===== src/rtl/lsm_pkg.sv =====
// ----------------------------------------------------------------------------
// lsm_pkg: shared types and constants of the linear sieve Mobius table
// Widths, operation and status codes, and the bundles between the
// sequencer and the table store.
// ----------------------------------------------------------------------------
package lsm_pkg;

    localparam int NUM_W     = 16;
    localparam int CNT_W     = 13;
    localparam int MAX_PRIMES = 8192;
    localparam int PIDX_W    = $clog2(MAX_PRIMES);
    localparam int PTOT_W    = PIDX_W + 1;
    localparam int TBL_DEPTH = 1 << NUM_W;
    localparam logic [NUM_W-1:0] MAX_LIMIT = 16'hFFFF;
    localparam logic [NUM_W-1:0] MIN_LIMIT = 16'd2;

    localparam logic OP_BUILD = 1'b0;
    localparam logic OP_QUERY = 1'b1;

    localparam logic [1:0] ST_OK         = 2'd0;
    localparam logic [1:0] ST_NOT_BUILT  = 2'd1;
    localparam logic [1:0] ST_PAST_LIMIT = 2'd2;

    localparam logic [1:0] MOB_ZERO = 2'b00;
    localparam logic [1:0] MOB_ONE  = 2'b01;
    localparam logic [1:0] MOB_NEG  = 2'b11;

    typedef struct packed {
        logic              tbl_we;
        logic              pfx_we;
        logic [NUM_W-1:0]  wr_addr;
        logic [NUM_W-1:0]  spf_d;
        logic [NUM_W-1:0]  lpf_d;
        logic [1:0]        mob_d;
        logic [CNT_W-1:0]  pfx_d;
        logic [NUM_W-1:0]  tbl_rd_addr;
        logic [NUM_W-1:0]  pfx_rd_a;
        logic [NUM_W-1:0]  pfx_rd_b;
        logic              list_we;
        logic [PIDX_W-1:0] list_wr_addr;
        logic [NUM_W-1:0]  list_d;
        logic [PIDX_W-1:0] list_rd_addr;
    } mem_cmd_t;

    typedef struct packed {
        logic [NUM_W-1:0] spf_q;
        logic [NUM_W-1:0] lpf_q;
        logic [1:0]       mob_q;
        logic [CNT_W-1:0] pfx_a_q;
        logic [CNT_W-1:0] pfx_b_q;
        logic [NUM_W-1:0] list_q;
    } mem_rsp_t;

endpackage


===== src/rtl/lsm_ctrl.sv =====
// ----------------------------------------------------------------------------
// lsm_ctrl: sieve sequencer
// Clears the tables, walks the linear sieve with one shared multiplier and
// compare, serves queries, and holds the result register.
// ----------------------------------------------------------------------------
module lsm_ctrl (
    input  logic                      clk,
    input  logic                      rst_n,
    input  logic                      in_valid,
    output logic                      in_ready,
    input  logic                      in_op,
    input  logic [lsm_pkg::NUM_W-1:0] in_number,
    input  logic [lsm_pkg::NUM_W-1:0] in_low,
    input  logic [lsm_pkg::NUM_W-1:0] in_high,
    input  logic                      cfg_valid,
    output logic                      cfg_ready,
    input  logic [lsm_pkg::NUM_W-1:0] cfg_data,
    output logic                      out_valid,
    input  logic                      out_ready,
    output logic [1:0]                out_mobius,
    output logic [lsm_pkg::NUM_W-1:0] out_largest,
    output logic [lsm_pkg::CNT_W-1:0] out_count,
    output logic [1:0]                out_status,
    output lsm_pkg::mem_cmd_t         cmd,
    input  lsm_pkg::mem_rsp_t         rsp
);
    import lsm_pkg::*;

    localparam logic [2:0] S_IDLE = 3'd0;
    localparam logic [2:0] S_CLR  = 3'd1;
    localparam logic [2:0] S_RDI  = 3'd2;
    localparam logic [2:0] S_CHK  = 3'd3;
    localparam logic [2:0] S_PRD  = 3'd4;
    localparam logic [2:0] S_PCHK = 3'd5;
    localparam logic [2:0] S_QRD  = 3'd6;
    localparam logic [2:0] S_QOUT = 3'd7;

    logic [2:0]        state_reg, state_next;
    logic [NUM_W-1:0]  limit_cfg_reg, limit_cfg_next;
    logic [NUM_W-1:0]  lim_reg, lim_next;
    logic [NUM_W-1:0]  built_lim_reg, built_lim_next;
    logic              built_reg, built_next;
    logic [NUM_W-1:0]  i_reg, i_next;
    logic [PTOT_W-1:0] k_reg, k_next;
    logic [PTOT_W-1:0] total_reg, total_next;
    logic [CNT_W-1:0]  run_reg, run_next;
    logic [NUM_W-1:0]  cur_spf_reg, cur_spf_next;
    logic [NUM_W-1:0]  cur_lpf_reg, cur_lpf_next;
    logic [1:0]        cur_mob_reg, cur_mob_next;
    logic [NUM_W-1:0]  num_reg, num_next;
    logic [NUM_W-1:0]  lo_reg, lo_next;
    logic [NUM_W-1:0]  hi_reg, hi_next;
    logic              out_valid_reg, out_valid_next;
    logic [1:0]        out_mob_reg, out_mob_next;
    logic [NUM_W-1:0]  out_lpf_reg, out_lpf_next;
    logic [CNT_W-1:0]  out_cnt_reg, out_cnt_next;
    logic [1:0]        out_st_reg, out_st_next;

    logic              accept;
    logic              row_unmarked;
    logic              last_i;
    logic [2*NUM_W-1:0] product;
    logic [NUM_W-1:0]  p;

    assign accept       = in_valid && in_ready;
    assign in_ready     = (state_reg == S_IDLE) && !out_valid_reg;
    assign cfg_ready    = 1'b1;
    assign row_unmarked = (rsp.spf_q == '0);
    assign last_i       = (i_reg == lim_reg);
    assign p            = rsp.list_q;
    assign product      = {{NUM_W{1'b0}}, i_reg} * {{NUM_W{1'b0}}, p};

    assign out_valid   = out_valid_reg;
    assign out_mobius  = out_mob_reg;
    assign out_largest = out_lpf_reg;
    assign out_count   = out_cnt_reg;
    assign out_status  = out_st_reg;

    always_comb
    begin
        state_next     = state_reg;
        limit_cfg_next = limit_cfg_reg;
        lim_next       = lim_reg;
        built_lim_next = built_lim_reg;
        built_next     = built_reg;
        i_next         = i_reg;
        k_next         = k_reg;
        total_next     = total_reg;
        run_next       = run_reg;
        cur_spf_next   = cur_spf_reg;
        cur_lpf_next   = cur_lpf_reg;
        cur_mob_next   = cur_mob_reg;
        num_next       = num_reg;
        lo_next        = lo_reg;
        hi_next        = hi_reg;
        out_valid_next = out_valid_reg && !out_ready;
        out_mob_next   = out_mob_reg;
        out_lpf_next   = out_lpf_reg;
        out_cnt_next   = out_cnt_reg;
        out_st_next    = out_st_reg;

        cmd              = '0;
        cmd.tbl_rd_addr  = i_reg;
        cmd.pfx_rd_a     = hi_reg;
        cmd.pfx_rd_b     = lo_reg;
        cmd.list_rd_addr = k_reg[PIDX_W-1:0];

        if (cfg_valid && cfg_ready)
        begin
            limit_cfg_next = cfg_data;
        end

        unique case (state_reg)
            S_IDLE:
            begin
                if (accept)
                begin
                    if (in_op == OP_BUILD)
                    begin
                        priority if (limit_cfg_reg < MIN_LIMIT)
                            lim_next = MIN_LIMIT;
                        else if (limit_cfg_reg > MAX_LIMIT)
                            lim_next = MAX_LIMIT;
                        else
                            lim_next = limit_cfg_reg;
                        i_next     = '0;
                        total_next = '0;
                        run_next   = '0;
                        state_next = S_CLR;
                    end
                    else if (!built_reg)
                    begin
                        out_valid_next = 1'b1;
                        out_mob_next   = MOB_ZERO;
                        out_lpf_next   = '0;
                        out_cnt_next   = '0;
                        out_st_next    = ST_NOT_BUILT;
                    end
                    else
                    begin
                        num_next   = in_number;
                        lo_next    = (in_low > built_lim_reg) ? built_lim_reg : in_low;
                        hi_next    = (in_high > built_lim_reg) ? built_lim_reg : in_high;
                        state_next = S_QRD;
                    end
                end
            end
            S_CLR:
            begin
                // Clear every row up to the limit, largest factor to 1; one starts as squarefree.
                cmd.tbl_we  = 1'b1;
                cmd.pfx_we  = 1'b1;
                cmd.wr_addr = i_reg;
                cmd.spf_d   = '0;
                cmd.lpf_d   = NUM_W'(1);
                cmd.mob_d   = (i_reg == NUM_W'(1)) ? MOB_ONE : MOB_ZERO;
                cmd.pfx_d   = '0;
                if (last_i)
                begin
                    i_next     = MIN_LIMIT;
                    state_next = S_RDI;
                end
                else
                begin
                    i_next = i_reg + 1'b1;
                end
            end
            S_RDI:
            begin
                state_next = S_CHK;
            end
            S_CHK:
            begin
                cmd.pfx_we  = 1'b1;
                cmd.wr_addr = i_reg;
                cmd.pfx_d   = run_reg + CNT_W'(row_unmarked);
                run_next    = run_reg + CNT_W'(row_unmarked);
                k_next      = '0;
                if (row_unmarked)
                begin
                    cmd.tbl_we   = 1'b1;
                    cmd.spf_d    = i_reg;
                    cmd.lpf_d    = i_reg;
                    cmd.mob_d    = MOB_NEG;
                    cur_spf_next = i_reg;
                    cur_lpf_next = i_reg;
                    cur_mob_next = MOB_NEG;
                    if (total_reg < PTOT_W'(MAX_PRIMES))
                    begin
                        cmd.list_we      = 1'b1;
                        cmd.list_wr_addr = total_reg[PIDX_W-1:0];
                        cmd.list_d       = i_reg;
                        total_next       = total_reg + 1'b1;
                    end
                end
                else
                begin
                    cur_spf_next = rsp.spf_q;
                    cur_lpf_next = rsp.lpf_q;
                    cur_mob_next = rsp.mob_q;
                end
                state_next = S_PRD;
            end
            S_PRD:
            begin
                if (k_reg < total_reg)
                begin
                    state_next = S_PCHK;
                end
                else if (last_i)
                begin
                    built_next     = 1'b1;
                    built_lim_next = lim_reg;
                    out_valid_next = 1'b1;
                    out_mob_next   = MOB_ZERO;
                    out_lpf_next   = '0;
                    out_cnt_next   = '0;
                    out_st_next    = ST_OK;
                    state_next     = S_IDLE;
                end
                else
                begin
                    i_next     = i_reg + 1'b1;
                    state_next = S_RDI;
                end
            end
            S_PCHK:
            begin
                if (product > {{NUM_W{1'b0}}, lim_reg})
                begin
                    // Force the prime walk to end: S_PRD then moves to the next i, or ends the build after the last i.
                    k_next     = total_reg;
                    state_next = S_PRD;
                end
                else
                begin
                    cmd.tbl_we  = 1'b1;
                    cmd.wr_addr = product[NUM_W-1:0];
                    cmd.spf_d   = p;
                    cmd.lpf_d   = (cur_lpf_reg > p) ? cur_lpf_reg : p;
                    // p divides i exactly when p is the smallest factor of i.
                    if (p == cur_spf_reg)
                    begin
                        cmd.mob_d = MOB_ZERO;
                        k_next    = total_reg;
                    end
                    else
                    begin
                        cmd.mob_d = 2'(-cur_mob_reg);
                        k_next    = k_reg + 1'b1;
                    end
                    state_next = S_PRD;
                end
            end
            S_QRD:
            begin
                cmd.tbl_rd_addr = num_reg;
                state_next      = S_QOUT;
            end
            S_QOUT:
            begin
                out_valid_next = 1'b1;
                out_cnt_next   = (hi_reg <= lo_reg) ? '0 : rsp.pfx_a_q - rsp.pfx_b_q;
                if (num_reg > built_lim_reg)
                begin
                    out_mob_next = MOB_ZERO;
                    out_lpf_next = '0;
                    out_st_next  = ST_PAST_LIMIT;
                end
                else
                begin
                    out_mob_next = rsp.mob_q;
                    out_lpf_next = rsp.lpf_q;
                    out_st_next  = ST_OK;
                end
                state_next = S_IDLE;
            end
            default:
            begin
                state_next = S_IDLE;
            end
        endcase
    end

    always_ff @(posedge clk or negedge rst_n)
    begin
        if (!rst_n)
        begin
            state_reg     <= S_IDLE;
            limit_cfg_reg <= MAX_LIMIT;
            built_reg     <= 1'b0;
            built_lim_reg <= '0;
            total_reg     <= '0;
            out_valid_reg <= 1'b0;
        end
        else
        begin
            state_reg     <= state_next;
            limit_cfg_reg <= limit_cfg_next;
            built_reg     <= built_next;
            built_lim_reg <= built_lim_next;
            total_reg     <= total_next;
            out_valid_reg <= out_valid_next;
        end
    end

    always_ff @(posedge clk)
    begin
        lim_reg     <= lim_next;
        i_reg       <= i_next;
        k_reg       <= k_next;
        run_reg     <= run_next;
        cur_spf_reg <= cur_spf_next;
        cur_lpf_reg <= cur_lpf_next;
        cur_mob_reg <= cur_mob_next;
        num_reg     <= num_next;
        lo_reg      <= lo_next;
        hi_reg      <= hi_next;
        out_mob_reg <= out_mob_next;
        out_lpf_reg <= out_lpf_next;
        out_cnt_reg <= out_cnt_next;
        out_st_reg  <= out_st_next;
    end

endmodule


===== config.mk =====
export PLATFORM = sky130hd
export DESIGN_NAME = lsm_ctrl
export DESIGN_NICKNAME = d
export VERILOG_FILES = /design/src/rtl/lsm_pkg.sv /design/src/rtl/lsm_ctrl.sv
export SDC_FILE = /design/constraint.sdc
export NUM_CORES = 1
export LEC_CHECK = 0
export BUFFER_PORTS_ARGS = -buffer_cell sky130_fd_sc_hd__buf_2
export CELL_PAD_IN_SITES_DETAIL_PLACEMENT = 0
export CELL_PAD_IN_SITES_GLOBAL_PLACEMENT = 2
export CORE_AREA = 4 4 256 258
export DETAILED_ROUTE_END_ITERATION = 6
export DIE_AREA = 0 0 260 262
export PLACE_DENSITY = 0.85
export SKIP_CTS_REPAIR_TIMING = 1
export SLEW_MARGIN = 20
export SYNTH_ARGS = -nofsm -noshare
export SYNTH_HDL_FRONTEND = slang
export SYNTH_SLANG_ARGS = --single-unit

===== constraint.sdc =====
create_clock -name clk -period 23.6 [get_ports clk]
set_input_delay 7.08 -clock clk [delete_from_list [all_inputs] [get_ports clk]]
set_output_delay 7.08 -clock clk [all_outputs]
set_load 0.05 [all_outputs]

==> impl_metrics.tcl <==
set metrics [dict create \
    grt_pass1_vias 19400 \
    timing.fmax_ghz 0.0434 \
    cts_root_buffer "clkbuf_16" \
    rows 92 \
    hp-class "reg2reg" \
    synthCells 2403 \
    grt_usage_pct 22.2 \
    wl_microns 78000 \
    syn_area_per_cell_sq_um 9.68 \
    layout_commonest_cell "inv_1" \
    final_nets 3214 \
    cts.clk_slew.worst_paths_ps 60 \
    rsz0062_at_grt "no" \
    async_reset_ff_share_pct 22.7 \
    ys_ff_latch 225 \
    gr-total-overflow 0 \
    final_util_pct 42.2 \
    antenna_found_initial 5 \
    syn_to_final_growth_pct 14.2 \
    ys_types 70 \
    place.gp.congestion 0.945 \
    coreArea_sq_um 63000 \
    status "complete, no violations" \
    ys_warn_count 0 \
    tns_ps 0 \
    die_width_microns 260 \
    grt_pass1_wl_microns 117000 \
    cp-start-kind "input pin" \
    synth-main-ff-cell "edfxtp_1" \
    drive_gt1_share_pct 20.6 \
    worst_path_largest_cell_delay_ps 550 \
    numCtsBuffers 25 \
    crit_path_frequent_cell "fa_1" \
    ant_nets 0 \
    path_max_fanout 49 \
    dieArea_sq_um 68100 \
    drt_iter0_markers 1467 \
    final.fill_count 6203 \
    seqCellArea_sq_um 6520 \
    cp.arrival_ps 15980 \
    clock_latency_ps 550 \
    clock_path_buffers 3 \
    finalSetupViolCount 0 \
    post-route-period-util_pct 97.7 \
    synth-edff-count 174 \
    dpl_worst_slack_ps 720 \
    grt_max_degree 52 \
    first_pass_iters 5 \
    postSynthNetCount 2975 \
    required_ps 16520 \
    worst_path_max_delay_cell "fa_1" \
    criticalPathCategory "in2out" \
    die_h_microns 262 \
    start_util_pct 36.9 \
    final_cell_mix "inv_1, buf_2, nand2_1, ha_1, fa_1" \
    multi_input_area_sq_um 14800 \
    drc 0 \
    netlist_area_sq_um 23300 \
    relSlewSlack_pct 27.6 \
    max-cap-violations 0 \
    synth.yosys.seq_area_share_pct 28.0 \
    post-route-cell-area_sq_um 26600 \
    fin_ws_ps 538 \
    hold_violations 0 \
    wl_per_cell_microns 22.2 \
    skew_ps 16.0 \
    cp-end-kind "primary output" \
    worst_slew_pin_slew_ps 1080 \
    maxSlewViolCount 0 \
    placed_cell_area_sq_um 25600 \
    cpLargestDelayFamily "adder cells" \
    vias 18700 \
    cts_tree "done" \
    htreeDepth 1 \
    place_hpwl_microns 61200 \
    via_per_inst 5.34 \
    fin_crit_ps 23060 \
    portBuffers 336 \
    num_io_pins 338 \
    cts_sinks 225 \
    cp_num_buf_inv 6 \
]
-- final timing paths --
check                                       from                           end  slack (ps)  cells past startpoint
max                                       rsp[6]                      cmd[153]         540                     31
min                        built_reg$_DFFE_PN0P_         built_reg$_DFFE_PN0P_         510                      1
max reg2reg                   i_reg[1]$_DFFE_PP_        k_reg[4]$_SDFFCE_PN0P_       13960                     31
max in group asynchronous                  rst_n      total_reg[1]$_DFFE_PN0P_       16410                      2
min reg2reg                built_reg$_DFFE_PN0P_         built_reg$_DFFE_PN0P_         510                      1
min in group asynchronous                  rst_n  built_lim_reg[2]$_DFFE_PN0P_        6660                      2
-- worst reg2reg max path: cells and delay by family (launching register included) --
family	cells	cell delay, ps
fa+ha+maj	8	3480
compound gates	10	2110
simple gates	6	1540
buf+inv	5	1350
xor+xnor	1	390
flops	1	350
mux	1	130
-- through the flow --
step,std cells,hold WS [ps]
global route,3508,536
floorplan,2403,458
global placement,3460,486
CTS,3505,510
detailed placement,3460,488
finish,3510,508
-- layout make-up --
class	instances	area share, %
Antenna cell	4	0.0377
Clock buffer	31	2.72
Clock inverter	14	0.740
Inverter	344	4.86
Multi-Input combinational cell	1672	55.6
Sequential cell	225	24.6
Tap cell	846	3.98
Timing Repair Buffer	374	7.48
-- cell usage after synthesis (8+ instances only) --
cell | count | share of area (%)
nor3b_1 | 20 | 0.65
nor2b_1 | 14 | 0.38
mux2_2 | 96 | 4.6
xnor2_1 | 75 | 2.8
nand2b_1 | 20 | 0.54
fa_1 | 195 | 17
nor3_1 | 32 | 0.69
xor2_1 | 32 | 1.2
a22o_1 | 47 | 1.8
a21o_1 | 53 | 1.7
nand4_1 | 38 | 1.0
a211oi_1 | 9 | 0.29
nand3_1 | 44 | 0.95
dfrtp_1 | 35 | 3.8
nor4_1 | 16 | 0.43
a21oi_1 | 69 | 1.5
mux2i_1 | 32 | 1.4
o211ai_1 | 14 | 0.45
dfstp_2 | 16 | 1.8
ha_1 | 231 | 12
buf_4 | 17 | 0.55
nor2_1 | 106 | 1.7
edfxtp_1 | 174 | 22
and3_1 | 36 | 0.97
nand2_1 | 240 | 3.9
clkbuf_1 | 114 | 1.8
buf_2 | 13 | 0.28
and2_1 | 110 | 3.0
o21ai_0 | 43 | 0.93
buf_1 | 16 | 0.26
a31oi_1 | 8 | 0.22
o21a_1 | 12 | 0.39
inv_1 | 344 | 5.6
-- cell families (layout without fill, tap and decap cells) --
logic type / after synthesis / in the layout / share of synthesized area [%]
DFF: 225 / 225 / 28.0
buffers and inverters: 506 / 763 / 8.55
AOI/OAI and AO/OA: 313 / 313 / 9.28
and+or+nand+nor: 697 / 697 / 14.9
other: 1 / 5 / 0.0161
adders and majority gates: 426 / 426 / 29.2
xor gates and xnor gates: 107 / 107 / 4.03
muxes: 128 / 128 / 6.02
-- layer usage --
| layer | part of all wire [%] | up-vias | track usage, % |
|---|---|---|---|
| li1 | - | 8501 | - |
| met1 | 44 | 9420 | 31.5 |
| met2 | 47 | 716 | 36.4 |
| met3 | 7.1 | 96 | 2.85 |
| met4 | 2.5 | 0 | 5.34 |
| met5 | 0 | - | 0 |
Power is left out: the tool's default activity adds up to more than one toggle a clock period on the data nets, which glitch-free logic cannot reach.
